`src/rtl/citp_pkg.sv`:
```
`default_nettype none
// ----------------------------------------------------------------------------
// citp_pkg
// Types and constants shared by the checked integer text parser modules.
// ----------------------------------------------------------------------------
package citp_pkg;

    localparam int OUT_W   = 64;
    localparam int CHAR_W  = 8;
    localparam int RADIX_W = 5;
    localparam int DIGIT_W = 4;
    localparam int Q_DEPTH = 2;
    localparam int PTR_W   = (Q_DEPTH > 1) ? $clog2(Q_DEPTH) : 1;
    localparam int CNT_W   = $clog2(Q_DEPTH + 1);

    // result status codes
    localparam logic [1:0] ST_OK        = 2'd0;
    localparam logic [1:0] ST_INVALID   = 2'd1;
    localparam logic [1:0] ST_TOO_BIG   = 2'd2;
    localparam logic [1:0] ST_TOO_SMALL = 2'd3;

    // register indexes
    localparam logic [0:0] REG_RADIX  = 1'b0;
    localparam logic [0:0] REG_SIGNED = 1'b1;

    localparam logic [RADIX_W-1:0] RADIX_RESET = 5'd10;
    localparam logic [RADIX_W-1:0] BASE_TEN    = 5'd10;
    localparam logic [RADIX_W-1:0] BASE_HEX    = 5'd16;

    localparam logic [CHAR_W-1:0] CH_TAB    = 8'd9;
    localparam logic [CHAR_W-1:0] CH_CR     = 8'd13;
    localparam logic [CHAR_W-1:0] CH_SPACE  = 8'd32;
    localparam logic [CHAR_W-1:0] CH_PLUS   = 8'd43;
    localparam logic [CHAR_W-1:0] CH_MINUS  = 8'd45;
    localparam logic [CHAR_W-1:0] CH_ZERO   = 8'd48;
    localparam logic [CHAR_W-1:0] CH_NINE   = 8'd57;
    localparam logic [CHAR_W-1:0] CH_UP_A   = 8'd65;
    localparam logic [CHAR_W-1:0] CH_UP_F   = 8'd70;
    localparam logic [CHAR_W-1:0] CH_LOW_A  = 8'd97;
    localparam logic [CHAR_W-1:0] CH_LOW_F  = 8'd102;
    localparam logic [CHAR_W-1:0] HEX_SHIFT = 8'd10;

    typedef struct packed {
        logic [CHAR_W-1:0] char_code;
        logic              no_char;
        logic              last;
    } t_in_item;

    typedef struct packed {
        logic [OUT_W-1:0] result_value;
        logic [1:0]       status;
    } t_out_item;

    typedef enum logic [2:0] {
        K_NONE,
        K_BLANK,
        K_PLUS,
        K_MINUS,
        K_DIGIT,
        K_OTHER
    } t_kind;

    // classified request handed from front to back
    typedef struct packed {
        t_kind              kind;
        logic [DIGIT_W-1:0] digit;
        logic [RADIX_W-1:0] base;
        logic               smode;
        logic               last;
    } t_op;

endpackage
`default_nettype wire

```
`src/rtl/citp_front.sv`:
```
`default_nettype none
// ----------------------------------------------------------------------------
// citp_front
// Config registers, character classification and the request queue.
// ----------------------------------------------------------------------------
module citp_front (
    input  logic              i_clk,
    input  logic              i_rst_n,
    input  logic              i_cfg_we,
    input  logic [0:0]        i_cfg_index,
    input  logic [4:0]        i_cfg_wdata,
    input  logic              i_in_valid,
    input  citp_pkg::t_in_item i_in,
    output logic              o_in_stall,
    output logic              o_q_valid,
    output citp_pkg::t_op     o_q_op,
    input  logic              i_q_pop
);
    import citp_pkg::*;

    logic [RADIX_W-1:0] r_radix;
    logic               r_smode;

    t_op                r_mem [Q_DEPTH];
    logic [PTR_W-1:0]   r_wptr;
    logic [PTR_W-1:0]   r_rptr;
    logic [CNT_W-1:0]   r_count;

    logic [RADIX_W-1:0] base;
    logic [CHAR_W-1:0]  c;
    logic [CHAR_W-1:0]  c_off;
    logic [CHAR_W-1:0]  c_hex;
    logic               is_dig;
    logic [DIGIT_W-1:0] dig;
    t_op                op;
    logic               full;
    logic               push;
    logic               pop;

    always_ff @(posedge i_clk) begin
        if (!i_rst_n) begin
            r_radix <= RADIX_RESET;
            r_smode <= 1'b1;
        end else if (i_cfg_we) begin
            case (i_cfg_index)
                REG_RADIX:  r_radix <= i_cfg_wdata;
                REG_SIGNED: r_smode <= i_cfg_wdata[0];
                default: ;
            endcase
        end
    end

    always_comb begin
        c      = i_in.char_code;
        base   = r_smode ? BASE_TEN : r_radix;
        c_off  = c - CH_ZERO;
        c_hex  = '0;
        is_dig = 1'b0;
        dig    = '0;
        if (base <= BASE_TEN) begin
            if (c >= CH_ZERO && c_off < {3'b000, base}) begin
                is_dig = 1'b1;
                dig    = c_off[DIGIT_W-1:0];
            end
        end else if (base == BASE_HEX) begin
            if (c inside {[CH_ZERO:CH_NINE]}) begin
                is_dig = 1'b1;
                dig    = c_off[DIGIT_W-1:0];
            end else if (c inside {[CH_LOW_A:CH_LOW_F]}) begin
                is_dig = 1'b1;
                c_hex  = c - CH_LOW_A + HEX_SHIFT;
                dig    = c_hex[DIGIT_W-1:0];
            end else if (c inside {[CH_UP_A:CH_UP_F]}) begin
                is_dig = 1'b1;
                c_hex  = c - CH_UP_A + HEX_SHIFT;
                dig    = c_hex[DIGIT_W-1:0];
            end
        end

        op.digit = dig;
        op.base  = base;
        op.smode = r_smode;
        op.last  = i_in.last;
        if (i_in.no_char) begin
            op.kind = K_NONE;
        end else if (c inside {[CH_TAB:CH_CR], CH_SPACE}) begin
            op.kind = K_BLANK;
        end else if (r_smode && c == CH_PLUS) begin
            op.kind = K_PLUS;
        end else if (r_smode && c == CH_MINUS) begin
            op.kind = K_MINUS;
        end else if (is_dig) begin
            op.kind = K_DIGIT;
        end else begin
            op.kind = K_OTHER;
        end
    end

    assign full       = (r_count == CNT_W'(Q_DEPTH));
    assign o_in_stall = full;
    assign o_q_valid  = (r_count != '0);
    assign o_q_op     = r_mem[r_rptr];
    assign push       = i_in_valid && !full;
    assign pop        = i_q_pop && o_q_valid;

    always_ff @(posedge i_clk) begin
        if (push) begin
            r_mem[r_wptr] <= op;
        end
    end

    always_ff @(posedge i_clk) begin
        if (!i_rst_n) begin
            r_wptr  <= '0;
            r_rptr  <= '0;
            r_count <= '0;
        end else begin
            if (push) begin
                r_wptr <= (r_wptr == PTR_W'(Q_DEPTH - 1)) ? '0 : r_wptr + 1'b1;
            end
            if (pop) begin
                r_rptr <= (r_rptr == PTR_W'(Q_DEPTH - 1)) ? '0 : r_rptr + 1'b1;
            end
            case ({push, pop})
                2'b10:   r_count <= r_count + 1'b1;
                2'b01:   r_count <= r_count - 1'b1;
                default: r_count <= r_count;
            endcase
        end
    end

endmodule
`default_nettype wire

```
`src/rtl/citp_back.sv`:
```
`default_nettype none
// ----------------------------------------------------------------------------
// citp_back
// Digit accumulation with overflow check, final saturation and result register.
// ----------------------------------------------------------------------------
module citp_back #(
    parameter int VALUE_BITS = 64
) (
    input  logic               i_clk,
    input  logic               i_rst_n,
    input  logic               i_q_valid,
    input  citp_pkg::t_op      i_q_op,
    output logic               o_q_pop,
    output logic               o_out_valid,
    output citp_pkg::t_out_item o_out,
    input  logic               i_out_stall
);
    import citp_pkg::*;

    localparam int PW = VALUE_BITS + RADIX_W;

    localparam logic [1:0] SS_OK      = 2'd0;
    localparam logic [1:0] SS_INVALID = 2'd1;
    localparam logic [1:0] SS_OVF     = 2'd2;

    localparam logic [VALUE_BITS-1:0] UMAX = {VALUE_BITS{1'b1}};
    localparam logic [VALUE_BITS-1:0] SMAX = {1'b0, {(VALUE_BITS-1){1'b1}}};
    localparam logic [VALUE_BITS-1:0] SMIN = {1'b1, {(VALUE_BITS-1){1'b0}}};

    typedef enum logic [2:0] {
        B_IDLE = 3'b001,
        B_EXEC = 3'b010,
        B_FIN  = 3'b100
    } t_bstate;

    typedef enum logic [3:0] {
        P_LEAD   = 4'b0001,
        P_SIGN   = 4'b0010,
        P_DIGITS = 4'b0100,
        P_DONE   = 4'b1000
    } t_phase;

    t_bstate               r_state,  n_state;
    t_phase                r_phase,  n_phase;
    logic [VALUE_BITS-1:0] r_acc,    n_acc;
    logic                  r_neg,    n_neg;
    logic [1:0]            r_sticky, n_sticky;
    t_op                   r_cur,    n_cur;
    logic [PW-1:0]         r_prod,   n_prod;
    logic                  r_out_valid, n_out_valid;
    t_out_item             r_out,    n_out;

    logic [VALUE_BITS:0]   sum;
    logic [VALUE_BITS-1:0] fin_val;
    logic [1:0]            fin_st;
    logic                  out_free;

    assign o_q_pop     = (r_state == B_IDLE);
    assign o_out_valid = r_out_valid;
    assign o_out       = r_out;
    assign out_free    = !r_out_valid || !i_out_stall;
    assign sum = {1'b0, r_prod[VALUE_BITS-1:0]} + (VALUE_BITS + 1)'(r_cur.digit);

    always_comb begin
        fin_val = '0;
        fin_st  = ST_OK;
        if (r_sticky == SS_INVALID || r_phase == P_LEAD || r_phase == P_SIGN) begin
            fin_st = ST_INVALID;
        end else if (!r_cur.smode) begin
            if (r_sticky == SS_OVF) begin
                fin_val = UMAX;
                fin_st  = ST_TOO_BIG;
            end else begin
                fin_val = r_acc;
            end
        end else if (r_neg) begin
            if (r_sticky == SS_OVF || (r_acc[VALUE_BITS-1] && r_acc[VALUE_BITS-2:0] != '0)) begin
                fin_val = SMIN;
                fin_st  = ST_TOO_SMALL;
            end else begin
                fin_val = '0 - r_acc;
            end
        end else begin
            if (r_sticky == SS_OVF || r_acc[VALUE_BITS-1]) begin
                fin_val = SMAX;
                fin_st  = ST_TOO_BIG;
            end else begin
                fin_val = r_acc;
            end
        end
    end

    always_comb begin
        n_state     = r_state;
        n_phase     = r_phase;
        n_acc       = r_acc;
        n_neg       = r_neg;
        n_sticky    = r_sticky;
        n_cur       = r_cur;
        n_prod      = r_prod;
        n_out_valid = r_out_valid;
        n_out       = r_out;

        if (r_out_valid && !i_out_stall) begin
            n_out_valid = 1'b0;
        end

        case (r_state)
            B_IDLE: begin
                if (i_q_valid) begin
                    n_cur   = i_q_op;
                    n_prod  = PW'(r_acc) * PW'(i_q_op.base);
                    n_state = B_EXEC;
                end
            end
            B_EXEC: begin
                if (r_phase == P_DONE || r_cur.kind == K_NONE) begin
                    n_phase = r_phase;
                end else if (r_phase == P_LEAD && r_cur.kind == K_BLANK) begin
                    n_phase = r_phase;
                end else if (r_phase == P_LEAD
                             && (r_cur.kind == K_PLUS || r_cur.kind == K_MINUS)) begin
                    n_neg   = (r_cur.kind == K_MINUS);
                    n_phase = P_SIGN;
                end else if (r_phase == P_SIGN && r_cur.kind == K_BLANK) begin
                    n_phase = r_phase;
                end else if (r_cur.kind != K_DIGIT) begin
                    if (r_phase != P_DIGITS) begin
                        n_sticky = SS_INVALID;
                    end
                    n_phase = P_DONE;
                end else if (r_prod[PW-1:VALUE_BITS] != '0 || sum[VALUE_BITS]) begin
                    n_sticky = SS_OVF;
                    n_phase  = P_DONE;
                end else begin
                    n_acc   = sum[VALUE_BITS-1:0];
                    n_phase = P_DIGITS;
                end
                n_state = r_cur.last ? B_FIN : B_IDLE;
            end
            B_FIN: begin
                if (out_free) begin
                    n_out_valid        = 1'b1;
                    n_out.result_value = OUT_W'(fin_val);
                    n_out.status       = fin_st;
                    n_phase            = P_LEAD;
                    n_acc              = '0;
                    n_neg              = 1'b0;
                    n_sticky           = SS_OK;
                    n_state            = B_IDLE;
                end
            end
            default: begin
                n_state = B_IDLE;
            end
        endcase
    end

    always_ff @(posedge i_clk) begin
        if (!i_rst_n) begin
            r_state     <= B_IDLE;
            r_phase     <= P_LEAD;
            r_acc       <= '0;
            r_neg       <= 1'b0;
            r_sticky    <= SS_OK;
            r_out_valid <= 1'b0;
        end else begin
            r_state     <= n_state;
            r_phase     <= n_phase;
            r_acc       <= n_acc;
            r_neg       <= n_neg;
            r_sticky    <= n_sticky;
            r_out_valid <= n_out_valid;
        end
    end

    always_ff @(posedge i_clk) begin
        r_cur  <= n_cur;
        r_prod <= n_prod;
        r_out  <= n_out;
    end

endmodule
`default_nettype wire

```
`src/rtl/checked_integer_text_parser.sv`:
```
`default_nettype none
// The back end multiplies by the base, then adds and checks each character;
// the last one of a string also passes final saturation to the result
// register. It takes no new request until it is through with the last one.
// The 2-entry request queue absorbs input while the back end works.
// Reset (synchronous, active low) sets radix 10, signed mode, empty queue.
// ----------------------------------------------------------------------------
// checked_integer_text_parser
// Parses a number string, one character per request, into a saturated value.
// ----------------------------------------------------------------------------
module checked_integer_text_parser #(
    parameter int VALUE_BITS = 64
) (
    input  logic                i_clk,
    input  logic                i_rst_n,
    input  logic                i_cfg_we,
    input  logic [0:0]          i_cfg_index,
    input  logic [4:0]          i_cfg_wdata,
    input  logic                i_in_valid,
    input  citp_pkg::t_in_item  i_in,
    output logic                o_in_stall,
    output logic                o_out_valid,
    output citp_pkg::t_out_item o_out,
    input  logic                i_out_stall
);
    import citp_pkg::*;

    logic q_valid;
    t_op  q_op;
    logic q_pop;

    citp_front u_front (
        .i_clk       (i_clk),
        .i_rst_n     (i_rst_n),
        .i_cfg_we    (i_cfg_we),
        .i_cfg_index (i_cfg_index),
        .i_cfg_wdata (i_cfg_wdata),
        .i_in_valid  (i_in_valid),
        .i_in        (i_in),
        .o_in_stall  (o_in_stall),
        .o_q_valid   (q_valid),
        .o_q_op      (q_op),
        .i_q_pop     (q_pop)
    );

    citp_back #(
        .VALUE_BITS (VALUE_BITS)
    ) u_back (
        .i_clk       (i_clk),
        .i_rst_n     (i_rst_n),
        .i_q_valid   (q_valid),
        .i_q_op      (q_op),
        .o_q_pop     (q_pop),
        .o_out_valid (o_out_valid),
        .o_out       (o_out),
        .i_out_stall (i_out_stall)
    );

endmodule
`default_nettype wire

```
`config.mk`:
```
export PLATFORM = sky130hd
export DESIGN_NAME = checked_integer_text_parser
export DESIGN_NICKNAME = d
export VERILOG_FILES = /design/src/rtl/citp_pkg.sv /design/src/rtl/citp_front.sv /design/src/rtl/citp_back.sv /design/src/rtl/checked_integer_text_parser.sv
export SDC_FILE = /design/constraint.sdc
export NUM_CORES = 1
export LEC_CHECK = 0
export BUFFER_PORTS_ARGS = -buffer_cell sky130_fd_sc_hd__buf_4
export CAP_MARGIN = 0
export CORE_ASPECT_RATIO = 1.1
export CORE_UTILIZATION = 45
export DETAILED_ROUTE_END_ITERATION = 7
export SYNTH_ARGS = -nofsm -noshare
export SYNTH_HDL_FRONTEND = slang
export SYNTH_SLANG_ARGS = --single-unit
```
`constraint.sdc`:
```
create_clock -name i_clk -period 8.3 [get_ports i_clk]
set_input_delay 0 -clock i_clk [delete_from_list [all_inputs] [get_ports i_clk]]
set_output_delay 0 -clock i_clk [all_outputs]
set_load 0.02 [all_outputs]
```
# After elaboration in Yosys (flattened, before gate mapping)
# Memory sizes are Yosys's and may differ from the RTL's. A register that Yosys moved wholly into a read port is not among the register bits.
# Cells that the tools add are included.
[totals] mem_count=1 out_inout_bits=68 ff_bits=229 inputBits=21 mem_bits_ro=0 ramBits=28 latchBits=0
[memory_table] name="u_front.r_mem" words=2 word_bits=14 rd=1 rd_ports_with_merged_regs=1 wr=1 line_no="citp_front.sv:24" text="t_op r_mem [Q_DEPTH];"
[classes] n_mux=72 shift=0 eq_ne=32 order_cmp=10 add_sub_neg=11 n_mul=1 div_mod_pow=0 n_reduce_logical=41 bitwise=1
[op_table] cell="$mux W64" count=12
[op_table] cell="$pmux W64 S2" count=1
[op_table] cell="$mul A64 B5 Y69" count=1
[op_table] cell="$add A64 B4 Y65" count=1
[op_table] cell="$sub A1 B64 Y64 const A" count=1
[op_table] cell="$reduce_bool A63 Y1" count=1
[op_table] cell="$mux W4" count=13
[op_table] cell="$mux W2" count=13
[op_table] cell="$eq A8 B6 Y1 const B" count=3
[op_table] cell="$mux W3" count=7
[op_table] cell="$mux W1" count=20
[op_table] cell="$ge A8 B7 Y1 const B" count=2
[op_table] cell="$le A8 B7 Y1 const B" count=2
[op_table] cell="$reduce_and A8 Y1" count=2
[op_table] cell="$logic_and A1 B1 Y1" count=14
[op_table] cell="$ne A2 B2 Y1 const B" count=6
[op_table] cell="$reduce_and A2 Y1" count=5
[op_table] cell="$reduce_and A5 Y1" count=2
[op_table] cell="$eq A3 B2 Y1 const B" count=3
[op_table] cell="$pmux W3 S3" count=1
[op_table] cell="$add A4 B4 Y4 const B" count=2
[op_table] cell="$ge A8 B4 Y1 const B" count=1
[op_table] cell="$ge A8 B6 Y1 const B" count=1
[op_table] cell="$le A8 B4 Y1 const B" count=1
[op_table] cell="other kinds (31)" count=53

# Longest topological paths before layout
[depth] word_depth=12 mapped_depth=22 mapped_depth_nobuf=19

# By module
# A second synthesis with hierarchy kept.
[unflattened] cells_unflattened=2670 area_unflattened_um2=23313.6
[by_module_without_submodules] module="citp_back" seq_area_each_um2=5825.6 instances=1 area_each_um2=21237.9 cells_per_inst=2489
[by_module_without_submodules] module="citp_front" seq_area_each_um2=1061.0 instances=1 area_each_um2=2075.7 cells_per_inst=181

# Worst setup path before layout
# Ideal clock, no wire load.
[synth_timing] kind="register to register" from="register (tool-made name)" to="register u_back.r_prod[67] (data pin)" path_slack_ns=2.344 setup_ns=0.266 path_stages_with_launch=23 arrival_time_ns=5.690 t_required_ns=8.034 path_cell_list="dfxtp_1 > clkbuf_1 > mux2_2 > clkbuf_1 > clkbuf_1 > and2_1 > fa_1 > fa_1 > inv_1 > fa_1 > inv_1 > ha_1 > clkbuf_1 > a21oi_1 > o21ai_0 > a21oi_1 > nand3_1 > o41ai_1 > o31a_1 > o21ai_0 > a31o_2 > o41ai_1 > xnor2_1"
[synth_lines] item="to (signal assigned)" line_no="citp_back.sv:179" text="r_prod <= n_prod;"
[synth_lines] item="to (decl)" line_no="citp_back.sv:49" text="logic [PW-1:0] r_prod, n_prod;"

==> metrics.txt <==
Seq/Total Area, Yosys 28.5%; Max Clock Freq 0.137 GHz; vias in the first global route 20.3k; slew margin rel. 20.4%; number of fill cells 4982; post-route cell area 0.0265 sq mm; vias per cell 5.83; clk root buf clkbuf_16; setup ws final 1.03 ns; Power Dens Cells 197 mW/mm^2; Synth Warn # 0; top-area cell type share of the netlist area 21.4%; asr flop ratio synth 0%; Residual DRC 0; # IOs 89; peak fanout along the critical path 57; Synth Area per Inst 8.58 sq um; critical path type reg2reg; fin. max-slew vios 0; cts hold-fix bufs 19; nets 3103; Most used DFF post-synth edfxtp_1; pre-CTS setup slack 1.07 ns; Post-Syn Area 0.0241 sq mm; First-pass DRT Iterations 6; RSZ-0062 raised after global routing false; Total Wirelength 72800 microns; clock skew 0.0281 ns; status completed; detailed placement HPWL 52800 microns; first-pass GRT wire length 116000 microns; via count 20.4k; CTS tree yes; Initial Util 45.8%; EDFF count, synth 172; Hold Crit Class in2reg; syn_nets 3117; total gr overflow 0; H-tree depth 2; Sum Neg Setup Slack 0 ns; # clock sinks 258; Max clock buf depth 3; worst slew pin tran 1.19 ns; Tot GR Track Use 27.2%; share of cells above drive strength 1 7.86%; Yosys cell types 72; IO Port Bufs 88; area of the die 0.0546 sq mm; FP Rows 88; CTS resizes 0; Core Util, Final 50.3%; Final GP Congestion 0.907; Tot Pwr 5240 uW; Core Region 0.0527 sq mm; final period utilization 87.6%; placed cell areas 0.0252 sq mm; top cells by area, synth edfxtp_1, fa_1, dfxtp_1, ha_1, and2_1; Worst-path clk slew 0.06 ns; area grow syn2layout 10.0%; CTS buffer count 34; WL per Instance 20.8 microns; Skew-Pair Late Insertion Delay 0.56 ns; final worst path period need 7.27 ns; Critical Path Sink Type register; final setup violation count 0; startpoint type of the worst setup path register; largest area contributor in the netlist edfxtp_1; n_diodes 0; Gate Count Post-Synth 2813; post-CTS setup buffers 0; CP required 8.57 ns; remaining antenna violation count after routing 0; Fin. Hold Viols 0; Max-cap violations 0; Pleak 0.0112 uW; VDD IR max 0.160 mV; critical path data arrival time 7.55 ns; initial antenna violation count 0; Synth Register Bits 258; largest net degree at the start of global routing 87; initial DRC count 1759; width of the die 223 microns; die height 245 microns
routing by layer:
layer	track usage, %	part of all wire (%)
met1	37.8	45
met2	42.1	44
met3	5.18	7.8
met4	9.92	3.6
met5	0	0
report_power, final:
| group | total [uW] | switching (uW) | internal [uW] |
|---|---|---|---|
| clock network | 1580 | 608 | 975 |
| logic | 1770 | 1170 | 601 |
| registers | 1890 | 223 | 1670 |
| total | 5240 | 2000 | 3240 |
synth_stat cells, types with 9 or more instances:
cell type / number
nand3_1: 101
a21boi_0: 55
dfxtp_1: 86
edfxtp_1: 172
and4_1: 9
a21oi_1: 198
buf_2: 13
fa_1: 187
nor2_1: 171
a211oi_1: 16
xor2_1: 54
a31oi_1: 21
o21ai_0: 149
a21o_1: 41
o21ai_1: 9
mux2i_1: 22
nor3_1: 77
clkbuf_1: 156
nor3b_1: 9
or3_1: 23
o21bai_1: 19
mux2_2: 14
inv_1: 295
xnor2_1: 76
or4_1: 10
nand2b_1: 18
nand4_1: 31
buf_1: 10
o31ai_1: 16
and3_1: 26
nor2b_1: 97
o21a_1: 12
nor4_1: 11
nand2_1: 238
and2_1: 179
or2_2: 12
ha_1: 96
layout by cell type (no fill, tap or decap), types with 9 or more instances in the layout:
| cell type | count |
|---|---|
| nor3b_1 | 9 |
| nand2b_1 | 18 |
| o21ai_1 | 9 |
| edfxtp_1 | 172 |
| xor2_1 | 54 |
| o21bai_1 | 19 |
| a211oi_1 | 16 |
| nor2_1 | 169 |
| or3_1 | 23 |
| or2_2 | 12 |
| a21oi_1 | 197 |
| a21o_1 | 40 |
| o31ai_1 | 16 |
| and2_1 | 179 |
| mux2_2 | 13 |
| nor2b_1 | 97 |
| and3_1 | 26 |
| dlygate4sd3_1 | 19 |
| nand3_1 | 101 |
| ha_1 | 96 |
| o21a_1 | 11 |
| nand2_1 | 238 |
| inv_1 | 294 |
| or4_1 | 10 |
| nor4_1 | 11 |
| a31oi_1 | 21 |
| o21ai_0 | 148 |
| nand4_1 | 31 |
| mux2i_1 | 21 |
| nor3_1 | 77 |
| buf_4 | 116 |
| a21boi_0 | 55 |
| and4_1 | 9 |
| clkbuf_16 | 38 |
| dfxtp_1 | 85 |
| xnor2_1 | 76 |
| fa_1 | 187 |
kinds of logic (layout without fill, tap and decap cells):
family / after synthesis / after routing / share of synthesized area [%]
AO/OA/AOI/OAI: 590 / 590 / 14.8
XOR/XNOR: 130 / 130 / 4.72
adder cells (fa/ha/maj): 283 / 283 / 20.5
buffers and inverters: 480 / 492 / 7.69
flip-flops: 258 / 258 / 28.5
multiplexers: 36 / 36 / 1.57
AND/OR/NAND/NOR: 1036 / 1036 / 22.2
cell type report:
| type | count | area [sq um] | area share, % |
|---|---|---|---|
| Tap cell | 675 | 845 | 3.18 |
| Sequential cell | 258 | 6890 | 25.9 |
| Clock inverter | 14 | 178 | 0.669 |
| Multi-Input combinational cell | 2075 | 15500 | 58.2 |
| Clock buffer | 48 | 1010 | 3.80 |
| Timing Repair Buffer | 135 | 1060 | 4.00 |
| Inverter | 295 | 1110 | 4.17 |
registers in the layout, summed over array words and instances (netlist names), named ones only:
signal              flops
u_back.r_phase          4
u_back.r_cur            9
u_back.r_acc           64
u_back.r_prod          69
u_front.r_mem          28
u_back.r_neg            1
u_front.r_smode         1
u_front.r_radix         5
u_back.o_out_valid      1
u_back.r_state          3
u_front.r_rptr          1
u_back.o_out           66
u_front.r_count         2
u_back.r_sticky         2
u_front.r_wptr          1
per-stage QoR:
step                hold WS [ns]  cells
detailed placement         0.194   3419
global route              0.0899   3500
CTS                       0.0361   3500
finish                    0.0797   3500
floorplan                 0.0989   2813
global placement           0.192   3419
worst max-delay path, stage by stage, from the launching register on:
cell and delay [ns]:
dfxtp_1 0.46, mux2_2 1.01, and2_1 0.29, fa_1 0.44, fa_1 0.55, inv_1 0.05, fa_1 0.53, inv_1 0.05
ha_1 0.42, nand4_1 0.18, nor4_1 0.55, o31ai_1 0.23, a211oi_1 0.55, nor3_1 0.27, a2111oi_0 0.78, nor2_1 0.20
o31ai_1 0.28, xor2_1 0.13
worst paths after layout:
path / startpoint / to / slack, ns / depth (start not counted)
worst min register to register: u_back.r_sticky[1] / u_back.r_sticky[1] / 0.54 / 2
worst min-delay path: i_in[2] / u_front.r_mem[1][7] / 0.08 / 4
worst max-delay path: register / u_back.r_prod[68] / 1.03 / 17
worst max register to register: register / u_back.r_prod[68] / 1.03 / 17
Note: power is estimated with default switching activity, not from simulation.
